==> src/rtl/wrp_pkg.sv <==
// Shared types and constants of the windowed rate policer.
// Depends on nothing; every other file of the block uses it.
package wrp_pkg;

    // Bucket table geometry: the slot field indexes the table directly.
    localparam int SLOT_W    = 7;
    localparam int NUM_FLOWS = 2 ** SLOT_W;

    // Field widths.
    localparam int BYTES_W = 16;
    localparam int TS_W    = 64;
    localparam int RATE_W  = 32;
    localparam int WIN_W   = 32;

    // Window register reset value, in nanoseconds.
    localparam logic [WIN_W-1:0] WINDOW_RESET = 32'd1_000_000_000;

    // Scale of the random early drop, and the width of a value below it.
    localparam int               PCT_W     = 7;
    localparam logic [PCT_W-1:0] PCT_SCALE = 7'd100;

    // Timestamp residue unit: one nibble per cycle, most significant first.
    localparam int MOD_NIBBLES = TS_W / 4;
    localparam int MOD_CNT_W   = $clog2(MOD_NIBBLES);

    // Refill divider: two quotient bits per cycle.
    localparam int QUO_W      = RATE_W;
    localparam int DIV_CYCLES = QUO_W / 2;
    localparam int DIV_CNT_W  = $clog2(DIV_CYCLES);

    // Verdict reason codes.
    typedef enum logic [2:0] {
        RSN_UNLIMITED   = 3'd0,
        RSN_NEW_FLOW    = 3'd1,
        RSN_RESTART     = 3'd2,
        RSN_IN_BUDGET   = 3'd3,
        RSN_RANDOM_DROP = 3'd4,
        RSN_NO_HEADROOM = 3'd5
    } t_reason;

    // Which decision the datapath closes an item with.
    typedef enum logic [1:0] {
        FIN_UNLIM,
        FIN_NEW,
        FIN_RESTART,
        FIN_BUDGET
    } t_fin;

    // Controller states.
    typedef enum logic [3:0] {
        S_IDLE,
        S_READ,
        S_CMP,
        S_CLASS,
        S_MUL,
        S_DIV_GO,
        S_DIV_WAIT,
        S_REFILL,
        S_RISK,
        S_JUDGE,
        S_COMMIT
    } t_state;

    // One bucket entry.
    typedef struct packed {
        logic [TS_W-1:0]   start;
        logic [TS_W-1:0]   last;
        logic [RATE_W-1:0] head;
        logic [RATE_W-1:0] sent;
    } t_entry;

    // Controller to datapath commands.
    typedef struct packed {
        logic idle;
        logic read;
        logic cmp;
        logic fin_en;
        t_fin fin;
        logic load_prod;
        logic div_start;
        logic refill;
        logic risk;
        logic commit;
    } t_dp_cmd;

    // Datapath to controller status.
    typedef struct packed {
        logic in_fire;
        logic rate_zero;
        logic bkt_valid;
        logic restart;
        logic gap_ge;
        logic div_busy;
        logic mod_done;
        logic out_free;
    } t_dp_sts;

endpackage

==> src/rtl/wrp_ctrl.sv <==
// Controller of the windowed rate policer: sequences one packet at a time
// through the datapath by command and status structs.
// Depends on wrp_pkg.
module wrp_ctrl (
    input  logic              i_clk,
    input  logic              i_rst_n,
    input  wrp_pkg::t_dp_sts  i_sts,
    output wrp_pkg::t_dp_cmd  o_cmd
);
    import wrp_pkg::*;

    t_state r_state;
    t_state n_state;

    // State register.
    always_ff @(posedge i_clk) begin
        if (!i_rst_n) begin
            r_state <= S_IDLE;
        end else begin
            r_state <= n_state;
        end
    end

    // Next state.
    always_comb begin
        n_state = r_state;
        unique case (r_state)
            S_IDLE: begin
                if (i_sts.in_fire) begin
                    n_state = S_READ;
                end
            end
            S_READ:  n_state = S_CMP;
            S_CMP:   n_state = S_CLASS;
            S_CLASS: begin
                priority if (i_sts.rate_zero || !i_sts.bkt_valid || i_sts.restart) begin
                    n_state = S_COMMIT;
                end else if (i_sts.gap_ge) begin
                    n_state = S_REFILL;
                end else begin
                    n_state = S_MUL;
                end
            end
            S_MUL:    n_state = S_DIV_GO;
            S_DIV_GO: n_state = S_DIV_WAIT;
            S_DIV_WAIT: begin
                if (!i_sts.div_busy) begin
                    n_state = S_REFILL;
                end
            end
            S_REFILL: n_state = S_RISK;
            S_RISK: begin
                if (i_sts.mod_done) begin
                    n_state = S_JUDGE;
                end
            end
            S_JUDGE: n_state = S_COMMIT;
            S_COMMIT: begin
                if (i_sts.out_free) begin
                    n_state = S_IDLE;
                end
            end
            default: n_state = S_IDLE;
        endcase
    end

    // Command outputs.
    always_comb begin
        o_cmd = '0;
        unique case (r_state)
            S_IDLE:  o_cmd.idle = 1'b1;
            S_READ:  o_cmd.read = 1'b1;
            S_CMP:   o_cmd.cmp  = 1'b1;
            S_CLASS: begin
                priority if (i_sts.rate_zero) begin
                    o_cmd.fin_en = 1'b1;
                    o_cmd.fin    = FIN_UNLIM;
                end else if (!i_sts.bkt_valid) begin
                    o_cmd.fin_en = 1'b1;
                    o_cmd.fin    = FIN_NEW;
                end else if (i_sts.restart) begin
                    o_cmd.fin_en = 1'b1;
                    o_cmd.fin    = FIN_RESTART;
                end else begin
                    o_cmd.fin_en = 1'b0;
                end
            end
            S_MUL:      o_cmd.load_prod = 1'b1;
            S_DIV_GO:   o_cmd.div_start = 1'b1;
            S_DIV_WAIT: o_cmd.idle      = 1'b0;
            S_REFILL:   o_cmd.refill    = 1'b1;
            S_RISK:     o_cmd.risk      = 1'b1;
            S_JUDGE: begin
                o_cmd.fin_en = 1'b1;
                o_cmd.fin    = FIN_BUDGET;
            end
            S_COMMIT: o_cmd.commit = i_sts.out_free;
            default:  o_cmd = '0;
        endcase
    end

endmodule

==> config.mk <==
export PLATFORM = sky130hd
export DESIGN_NAME = wrp_ctrl
export DESIGN_NICKNAME = d
export VERILOG_FILES = /design/src/rtl/wrp_pkg.sv /design/src/rtl/wrp_ctrl.sv
export SDC_FILE = /design/constraint.sdc
export NUM_CORES = 1
export LEC_CHECK = 0
export BUFFER_PORTS_ARGS = -buffer_cell sky130_fd_sc_hd__buf_2
export CORE_AREA = 2 2 39 41
export DETAILED_ROUTE_END_ITERATION = 10
export DIE_AREA = 0 0 41 43
export GPL_TIMING_DRIVEN = 0
export PLACE_DENSITY = 0.67
export SKIP_LAST_GASP = 1
export SLEW_MARGIN = 10
export SYNTH_ARGS = -nofsm -noshare
export SYNTH_HDL_FRONTEND = slang
export SYNTH_SLANG_ARGS = --single-unit
==> constraint.sdc <==
create_clock -name i_clk -period 1.9 [get_ports i_clk]
set_input_delay 0 -clock i_clk [delete_from_list [all_inputs] [get_ports i_clk]]
set_output_delay 0 -clock i_clk [all_outputs]
set_load 0.01 [all_outputs]
Yosys cells after proc, flatten, opt, wreduce, memory -nomap -nowiden. Index checks and enable logic that the tools add are counted.

$add $sub $neg: 0. Multiply operators: 0. Div/mod/pow operators: 0. Magnitude comparators: 0. Eq/ne operators: 14. Shift-type cells: 0. Mux-type cells: 20. Bitwise logic cells: 0. Reductions and logical operators: 5.

Operators by type and width (number): one-hot mux 4 bit (11 select lines) (1); 2-to-1 mux 4 bit (5); equality test 4 x 3 -> 1 bit, second input constant (4); equality test 4 bit, second input constant (3); 2-to-1 mux 1 bit (9); equality test 4 x 2 -> 1 bit, second input constant (2); != test 2 bit, second input constant (4); 2-to-1 mux 3 bit (2); one-hot mux 3 bit (2 select lines) (1); equality test 4 x 1 -> 1 bit, second input constant (1); logical NOT 4 bit (1); 2-to-1 mux 2 bit (2); AND reduction 4 bit (1); logical OR 1 bit (2); logical NOT 1 bit (1).

Register bits after elaboration: 4. Latch bits: 0. Bits in writable memories: 0. Memory bits (read-only): 0. Bits of input ports: 10. Word-level logic and storage cells: 40. Memories: 0.

Logic depth before layout (Yosys ltp). Gate-level depths: netlist of run 1.

Word-level depth: 5. Mapped depth: 5. Gate-level depth less buffers: 4.

Worst setup path after synthesis of run 1. OpenSTA, ideal clock, no wires.

Path type: register to register. From: register r_state[1]. To: register r_state[3]. Setup time: 0.117 ns. Arrival: 1.294 ns. Required time: 1.783 ns. Slack: 0.489 ns. Cell stages (with the launch flop): 6. Clock period less this slack: 1.411 ns. Cells stage by stage: dfxtp_1 > buf_6 > or3_4 > a211oi_2 > nor3_1 > a22o_1.

Cells in the longest elaborated chain, start to end: 3.

RTL lines: from (decl) (RTL line wrp_ctrl.sv:12) `t_state r_state;`; from (signal assigned) (RTL line wrp_ctrl.sv:20) `r_state <= n_state;`; equality test 4 x 3 -> 1 bit, or another cell as far along (RTL line wrp_ctrl.sv:27) `unique case (r_state)`; != test 2 bit (no source line); AND reduction 4 bit (no source line).

Parallel ways exist; a longest one is shown, timed or not. A chain may end at the register's enable or synchronous reset.

Final worst setup path of run 1. Same ends and word-level chain as after synthesis.

==> results of run 1 <==
Yosys cell counts, drive strengths merged (2+ instances only):
cell type,n
a21oi,2
buf,2
clkbuf,3
dfxtp,4
nand2,4
nand2b,4
nand3,2
nor2,10
nor2b,3
nor3,4
o21ai,3
cells in the final DEF, fill, tap and decap left out, drive strengths merged:
cell type,count
and3,1
a2111oi,1
a21oi,2
nor3,4
or3b,1
nor2,10
a41oi,1
o21ai,3
inv,1
a22o,1
dfxtp,4
buf,22
nand2b,4
clkbuf,6
nand3,2
nor2b,3
o22ai,1
mux2i,1
a211oi,1
a31oi,1
nor4b,1
and2,1
nor3b,1
nand2,4
o2bb2ai,1
nand3b,1
or3,1
nor4,1
where the power goes:
group,switching [mW],internal [mW]
combinational,0.0882,0.0672
clock,0.0426,0.0712
sequential,0.00961,0.0928
per-layer routing:
metal	up-vias	GRT usage, %	share of wire (%)
met4	0	8.00	0
met3	0	3.14	5.0
met2	12	22.5	52
met1	230	13.1	43
met5	-	0	0
li1	253	-	-
path summary, 6_finish.rpt:
kind | slack [ps] | endpoint | startpoint | cells after the start
setup / recovery | 410 | r_state[3] | r_state[1] | 5
hold reg to reg | 650 | r_state[2] | r_state[3] | 2
hold / removal | 20 | r_state[3] | i_rst_n | 2
setup reg to reg | 410 | r_state[3] | r_state[1] | 5
metrics by stage:
stage / cells / util, % / hold slack (ps) / total power, mW / cell area (um^2)
2_1_floorplan: 58 / - / 115 / 0.212 / 414
3_3_place_gp: 94 / 38.6 / 266 / 0.255 / 534
3_5_place_dp: 94 / 38.6 / 270 / 0.258 / 534
4_1_cts: 97 / 40.2 / 23.5 / 0.371 / 557
5_1_grt: 97 / 40.2 / 28.2 / 0.393 / 557
6_report: 97 / 40.2 / 21.3 / 0.372 / 557
final cells by class:
cell class              count  area [um^2]  share of cell area [%]
inverters                   1         3.75                   0.674
well taps                  16         20.0                    3.60
clock buffers               3         22.5                    4.04
flip-flops and latches      4         80.1                    14.4
multi-input cells          48          303                    54.4
plain buffers               5         27.5                    4.94
repair buffers             20          100                    18.0
cells by family after synthesis:
group | after synthesis | synth area share [%]
compound gates | 12 | 25.1
flops | 4 | 19.3
simple gates | 35 | 45.6
mux | 1 | 2.42
buf+inv | 6 | 7.55
==> summary.txt, run 1 <==
STA
  • Final min period: between 1000 and 1500 ps
  • Setup tns final: 0 ps
  • Final Cycle Share: 78.5%
  • Final setup viols: 0
  • Measured slew at the worst slew-check pin: 375 ps
  • Final hold vios: 0
  • FMAX: between 600 and 700 MHz
  • Worst slew margin: 75.0%
  • RSZ-0062 raised after global routing: false
  • Final Skew: around 2.7 ps
  • Final Slew Violations: 0
  • Fin worst setup slack: 409 ps

Setup path
  • Crit path buffers/inverters: 1
  • Max stage delay cell, worst path: or3_4
  • CP cell instances: buf_6 > or3_4 > a211oi_2 > nor3_1 > a22o_1
  • Crit path capture type: flop
  • Peak per-stage delay on the critical path: 380 ps
  • Crit-path leading delay family: simple AND/OR/NAND/NOR gates
  • CP required: about 2000 ps
  • CP Max Fanout: 10
  • Crit Path Class: flop to flop
  • Type of origin of the critical path: flop
  • Critical Path AT: 1630 ps

Die
  • Chip height: 43 um
  • Core Area: roughly 0.0014 mm^2
  • Die width: around 41 um
  • Die area: between 0.0015 and 0.002 mm^2
  • Rows: 14
  • Initial core utilization: 29.9%
  • Io pins: 21

Pwr
  • P per Cell Area: approximately 670 mW/mm^2
  • Static Leak: between 0.2 and 0.3 nW
  • Maximum vdd ir drop: between 200 and 250 uV

Routing
  • Total number of vias: ~500
  • Vias/cell: slightly above 5
  • DRC Markers: 0
  • DRT Wirelength: ~1100 um
  • DR iter-0 viols: 6
  • WL/cell: 11.4 um
  • TritonRoute pass-1 iters: 4
  • Antenna-violating nets left: 0

Logic synthesis
  • Post-synthesis sequential area ratio: roughly 19%
  • Post-Syn Nets: 68
  • Syn Inst Count: 58
  • Mapped Area: 414 um^2
  • Most used flip-flop cell after synthesis: dfxtp_1
  • Asr flop ratio synth: 0%
  • Yosys top cell by area: dfxtp_1
  • YS warnings: 0
  • Main area contributors after synthesis: dfxtp_1, nor2_1, a2111oi_4
  • Mean area per synthesized cell: 7.14 um^2
  • Top cell type's share of synthesized area: around a fifth
  • Post-synth EDFFs: 0
  • Synth unique cells: 29
  • Synthesis-stage register bit count: 4

CTS
  • CTS Sinks: 4
  • Inserted Clock Buffers: 3
  • Hold_buf cts: 0
  • Reg clk slew, reported paths: 40 ps
  • Postcts setup bufs: 0
  • H-Tree Depth: 1
  • CTS tree: yes
  • Quantity of gates resized following cts: 0
  • Clk_lat worst skew: about 240 ps
  • Clk buf depth: 2
  • Root buf cell: clkbuf_4

Layout
  • Synthesis-to-finish area growth: 34.4%
  • Largest register FFs: 4
  • Final nets: 93
  • Filler cells: roughly 150
  • Ant diodes: 0
  • Largest registers: r_state (4)
  • Share of layout cells above drive strength 1: a little over a third
  • Largest Register: r_state

Global route
  • Pin count of the biggest net entering global routing: 11
  • Antenna violations before repair: 0
  • Overflow after GRT: 0
  • Global-route wire length before repair: 1570 um
  • GRT Total Usage: a little over an eighth
  • Vias in the first global route: around 430

Run status
  • Status: completed

Placed design
  • HPWL Detailed: approximately 780 um
  • Pre-CTS setup slack: approximately 410 ps
  • Gp weighted congestion: ~0.76
  • Buffers on Ports: 20

Job
  • MaxCap Viol Count: 0

Worst hold path
  • Hold Path Class: primary input to flop
No activity file was read; power rests on OpenSTA's default activity.
==> run 2, diff against run 1 <==
==> constraint.sdc (replaced) <==
create_clock -name i_clk -period 1.5 [get_ports i_clk]
set_input_delay 0 -clock i_clk [delete_from_list [all_inputs] [get_ports i_clk]]
set_output_delay 0 -clock i_clk [all_outputs]
set_load 0.01 [all_outputs]
==> run 2 against run 1 <==
  * Routed wire length up 4.6%
  * Critical path type unchanged
  * Maximum frequency up 0.52%
  * Highest routed layer is now met4
  * Via count up 2.2%
  * Sequential share of layout area decreased by 0.41 points
  * First-iteration DRC count increased by 17%
  * Non-clock buffer count stayed put
  * Cell count unchanged
  * Die area unchanged
  * Utilization grew 1.2 points
==> summary.txt, run 2 (synthesis results as in run 1) <==
Setup path
  • Peak per-stage delay on the critical path: around 400 ps
  • CP cell instances: buf_6 > or3_4 > a211oi_4 > nor3_2 > a22o_1
  • Max stage delay cell, worst path: or3_4
  • Crit-path leading delay family: simple AND/OR/NAND/NOR gates
  • Crit path capture type: flop
  • Critical Path Stages: 5
  • Type of origin of the critical path: flop
  • Number of cells on the worst reg-to-reg path: 5
  • CP required: 1630 ps
  • Crit Path Class: flop to flop
  • CP Max Fanout: 10
  • Critical Path AT: around 1600 ps
  • Crit path buffers/inverters: 1

Die
  • Chip height: between 40 and 50 um
  • Rows: 14
  • Die area: about 0.0018 mm^2
  • Core Area: 0.00138 mm^2
  • Initial core utilization: 29.9%
  • Die width: ~40 um
  • Io pins: 21

Pwr
  • Internal power: roughly 0.30 mW
  • Net Switching: approximately 0.18 mW
  • P per Cell Area: between 800 and 900 mW/mm^2
  • Clock Power Share: between 20% and 30%
  • Combinational power share: 43.6%
  • Seq pwr share: 27.2%
  • Maximum vdd ir drop: about 290 uV
  • Switch share: between 30% and 40%
  • Static Leak: 0.256 nW

Job
  • MaxCap Viol Count: 0

STA
  • Setup tns final: 0 ps
  • Final hold slack: 32.3 ps
  • Final min period: about 1500 ps
  • Final setup viols: 0
  • FMAX: slightly below 700 MHz
  • Final hold vios: 0
  • Measured slew at the worst slew-check pin: 375 ps
  • Final Cycle Share: 98.9%
  • Worst slew margin: 75.0%
  • RSZ-0062 raised after global routing: true
  • Final Skew: between 0.8 and 0.9 ps
  • Final Slew Violations: 0

Routing
  • TritonRoute pass-1 iters: 5
  • Vias/cell: around 5.2
  • Total number of vias: ~510
  • DRT Wirelength: around 1200 um
  • Antenna-violating nets left: 0
  • WL/cell: approximately 12 um
  • DR iter-0 viols: 7
  • DRC Markers: 0

Global route
  • M3 GR Usage: 3.14%
  • Antenna violations before repair: 0
  • Pin count of the biggest net entering global routing: 11
  • Vias in the first global route: roughly 430
  • Met1 Use GR: about an eighth
  • Global-route wire length before repair: roughly 1600 um
  • Overflow after GRT: 0
  • Met2 usage: roughly 23%
  • Most used routing layer: met2
  • GRT Total Usage: about an eighth

Layout
  • Commonest non-fill, non-tap cell in the layout: buf_2
  • Most frequent cells in the layout: buf_2, nor2_1, nand2b_1, nand2_1, dfxtp_1
  • Largest registers: r_state (4)
  • Register area: 80.1 um^2
  • Final nets: a little over 90
  • Largest Register: r_state
  • Synthesis-to-finish area growth: 38.4%
  • Multi-input gate area: approximately 320 um^2
  • Largest register FFs: 4
  • Share of layout cells above drive strength 1: 39.5%
  • Ant diodes: 0
  • Filler cells: ~150

CTS
  • Clk_lat worst skew: about 240 ps
  • Root buf cell: clkbuf_4
  • Reg clk slew, reported paths: about 40 ps
  • H-Tree Depth: 1
  • Inserted Clock Buffers: 3
  • Postcts setup bufs: 0
  • CTS tree: yes
  • CTS Sinks: 4
  • Clk buf depth: 2

Placed design
  • HPWL Detailed: 785 um
  • Gp weighted congestion: 0.757
  • Buffers on Ports: 20

Worst hold path
  • WHS Path Cells: 2
  • Hold Path Class: primary input to flop

Run status
  • Status: completed
run 2: cell counts in the layout (fill, tap and decap cells not counted):
Identical to the previous run, type by type.
run 2: metal layers:
layer	routed length (um)	share of wire, %
met2	598	52
met4	19	1.6
met5	0	0
met1	482	42
met3	51	4.4
run 2: through the flow:
| stage | std cells | instance area, um^2 | setup WS (ps) | util, % | power [mW] |
|---|---|---|---|---|---|
| floorplan | 58 | 414 | 88.9 | - | 0.269 |
| global placement | 94 | 534 | 30.4 | 38.6 | 0.324 |
| detailed placement | 94 | 534 | 11.3 | 38.6 | 0.327 |
| CTS | 97 | 562 | 5.40 | 40.6 | 0.472 |
| global route | 97 | 573 | -30.9 | 41.4 | 0.512 |
| finish | 97 | 573 | 16.4 | 41.4 | 0.482 |
run 2: path summary, 6_finish.rpt:
kind / start / end / slack [ps]
worst min-delay path: i_rst_n / r_state[3] / 30
worst min register to register: r_state[3] / r_state[2] / 680
worst max register to register: r_state[1] / r_state[3] / 20
worst max-delay path: r_state[1] / r_state[3] / 20
run 2: layout make-up:
class	instances	area share, %
Multi-Input combinational cell	48	55.5
Timing Repair Buffer	20	17.5
Sequential cell	4	14.0
Buffer	5	5.02
Clock buffer	3	3.93
Tap cell	16	3.49
Inverter	1	0.655
run 2: worst reg2reg max path, cell delays in order, from the launching register on:
cell	delay [ps]
dfxtp_1	300
buf_6	140
or3_4	400
a211oi_4	250
nor3_2	100
a22o_1	180
run 2: what timing repair did:
action                     4_1_cts  5_1_grt
hold buffers                     0        0
pin swaps                        0        1
resized for setup                1        4
setup endpoints to repair        1        6
run 2: power by group through the flow:
stage	sequential, mW	clock [mW]	combinational (mW)
floorplan	0.129	0	0.140
global placement	0.131	0	0.192
global route	0.133	0.149	0.230
CTS	0.130	0.143	0.200
finish	0.131	0.141	0.210
detailed placement	0.132	0	0.195
==> run 3, diff against run 2 <==
--- a/config.mk
+++ b/config.mk
@@ -10,7 +10,7 @@
 export DETAILED_ROUTE_END_ITERATION = 10
 export DIE_AREA = 0 0 41 43
 export GPL_TIMING_DRIVEN = 0
-export PLACE_DENSITY = 0.67
+export PLACE_DENSITY = 0.68
 export SKIP_LAST_GASP = 1
 export SLEW_MARGIN = 10
 export SYNTH_ARGS = -nofsm -noshare
==> constraint.sdc (replaced) <==
create_clock -name i_clk -period 1.5 [get_ports i_clk]
set_input_delay 0 -clock i_clk [delete_from_list [all_inputs] [get_ports i_clk]]
set_output_delay 0 -clock i_clk [all_outputs]
set_load 0.005 [all_outputs]
==> run 3 against run 2 <==
  * Critical path depth unchanged
  * Total power down 6.7%
  * Setup slack better by 21 ps
  * Largest cell class unchanged
==> summary.txt, run 3 (synthesis results as in run 1) <==
Pwr
  • P per Cell Area: between 700 and 800 mW/mm^2
  • Static Leak: ~0.25 nW
  • Maximum vdd ir drop: roughly 400 uV

Routing
  • DRT Wirelength: between 1000 and 1500 um
  • WL/cell: 10.5 um
  • Vias/cell: between 4 and 5
  • DR iter-0 viols: 3
  • Total number of vias: 480
  • Antenna-violating nets left: 0
  • TritonRoute pass-1 iters: 2
  • DRC Markers: 0

Setup path
  • R2R setup slack: between 30 and 40 ps
  • Number of cells on the worst reg-to-reg path: 5
  • CP Max Fanout: 10
  • RR Startpoint: r_state[1]
  • Max stage delay cell, worst path: or3_4
  • Critical Path AT: approximately 1600 ps
  • CP required: between 1500 and 2000 ps
  • R2R Path End: r_state[3]
  • CP cell instances: buf_6 > or3_4 > a211oi_2 > nor3_2 > a22o_1
  • Peak per-stage delay on the critical path: around 380 ps
  • Type of origin of the critical path: flop
  • Crit Path Class: flop to flop
  • Crit path capture type: flop

STA
  • Fin worst setup slack: ~38 ps
  • Measured slew at the worst slew-check pin: approximately 380 ps
  • FMAX: around 680 MHz
  • Final hold slack: ~32 ps
  • Final hold vios: 0
  • Final min period: 1460 ps
  • Worst slew margin: between 70 and 80%
  • RSZ-0062 raised after global routing: true
  • Final setup viols: 0
  • Final Cycle Share: approximately 100%
  • Setup tns final: 0 ps
  • Final Skew: ~2.9 ps
  • Final Slew Violations: 0

Placed design
  • Buffers on Ports: 20
  • DP Cell Count: 94
  • HPWL Detailed: a little under 800 um
  • Gp weighted congestion: 0.733
  • Area after DPL: 534 um^2
  • Pre-CTS setup slack: 0.926 ps

Die
  • Core Area: around 0.0014 mm^2
  • Chip height: approximately 43 um
  • Io pins: 21
  • Initial core utilization: 29.9%
  • Die area: between 0.0015 and 0.002 mm^2
  • Die width: between 40 and 50 um
  • Rows: 14

CTS
  • Reg clk slew, reported paths: around 40 ps
  • Postcts setup bufs: 0
  • CTS Sinks: 4
  • Inserted Clock Buffers: 3
  • Hold_buf cts: 0
  • H-Tree Depth: 1
  • CTS tree: yes
  • Root buf cell: clkbuf_4
  • Clk buf depth: 2
  • Clk_lat worst skew: roughly 230 ps

Layout
  • Largest Register: r_state
  • Final nets: 93
  • Fin cells: 97
  • Largest register FFs: 4
  • Largest registers: r_state (4)
  • Commonest non-fill, non-tap cell in the layout: buf_2
  • Most frequent cells in the layout: buf_2, nor2_1, nand2b_1, nand2_1, dfxtp_1
  • Synthesis-to-finish area growth: 36.0%
  • Post-route cell area: around 560 um^2
  • Ant diodes: 0
  • Share of layout cells above drive strength 1: roughly two fifths
  • Filler cells: about 150

Global route
  • Global-route wire length before repair: between 1000 and 1500 um
  • Pin count of the biggest net entering global routing: 11
  • Antenna violations before repair: 0
  • GRT Total Usage: approximately 11%
  • Vias in the first global route: about 340
  • Overflow after GRT: 0

Worst hold path
  • Hold Path Class: primary input to flop
  • WHS Path Cells: 2
  • Hold Path End: r_state[3]
  • Min-delay src: i_rst_n

Run status
  • Status: completed

Job
  • MaxCap Viol Count: 0
[run 3: cell counts in the layout (fill, tap and decap cells not counted)]
No cell type changed its count.
[run 3: critical path: cells and delay by family (launching register included)]
kind                   cells  cell delay (ps)
AOI/OAI and AO/OA          2              440
DFF                        1              300
and+or+nand+nor            2              480
buffers and inverters      1              130
[run 3: what timing repair did]
item                                   CTS  global route
resized for setup                        0             3
endpoints found under the hold margin    0             0
setup endpoints to repair                1             2
pin swaps                                1             0
[run 3: how the worst max path moves through the flow]
stage	end	startpoint	slack [ps]	cells past startpoint
global route	r_state[3]	r_state[1]	-30	5
global placement	r_state[3]	r_state[1]	20	5
CTS	r_state[3]	r_state[1]	30	5
floorplan	r_state[3]	r_state[1]	90	5
finish	r_state[3]	r_state[1]	40	5
detailed placement	r_state[3]	r_state[1]	0.9	5
[run 3: area by class of cell]
class	instances	area, um^2	area share (%)
Multi-Input combinational cell	48	308	54.7
Timing Repair Buffer	20	100	17.8
Sequential cell	4	80.1	14.2
Buffer	5	28.8	5.11
Clock buffer	3	22.5	4.00
Tap cell	16	20.0	3.56
Inverter	1	3.75	0.667
[run 3: metrics by stage]
step           utilization [%]  total power, mW
6_report                  40.7            0.449
5_1_grt                   40.7            0.487
4_1_cts                   40.2            0.455
3_5_place_dp              38.6            0.320
3_3_place_gp              38.6            0.314
2_1_floorplan                -            0.260
[run 3: routing by layer]
metal / vias up / track usage [%] / wire (um)
met4: 0 / 2.00 / 0
met1: 205 / 14.4 / 497
met2: 20 / 16.6 / 463
met5: - / 0 / 0
met3: 0 / 4.71 / 60
li1: 255 / - / -
[run 3: report_power, final]
group	switching (mW)	internal (mW)
clock network	0.0405	0.0893
registers	0.0126	0.118
logic	0.103	0.0868
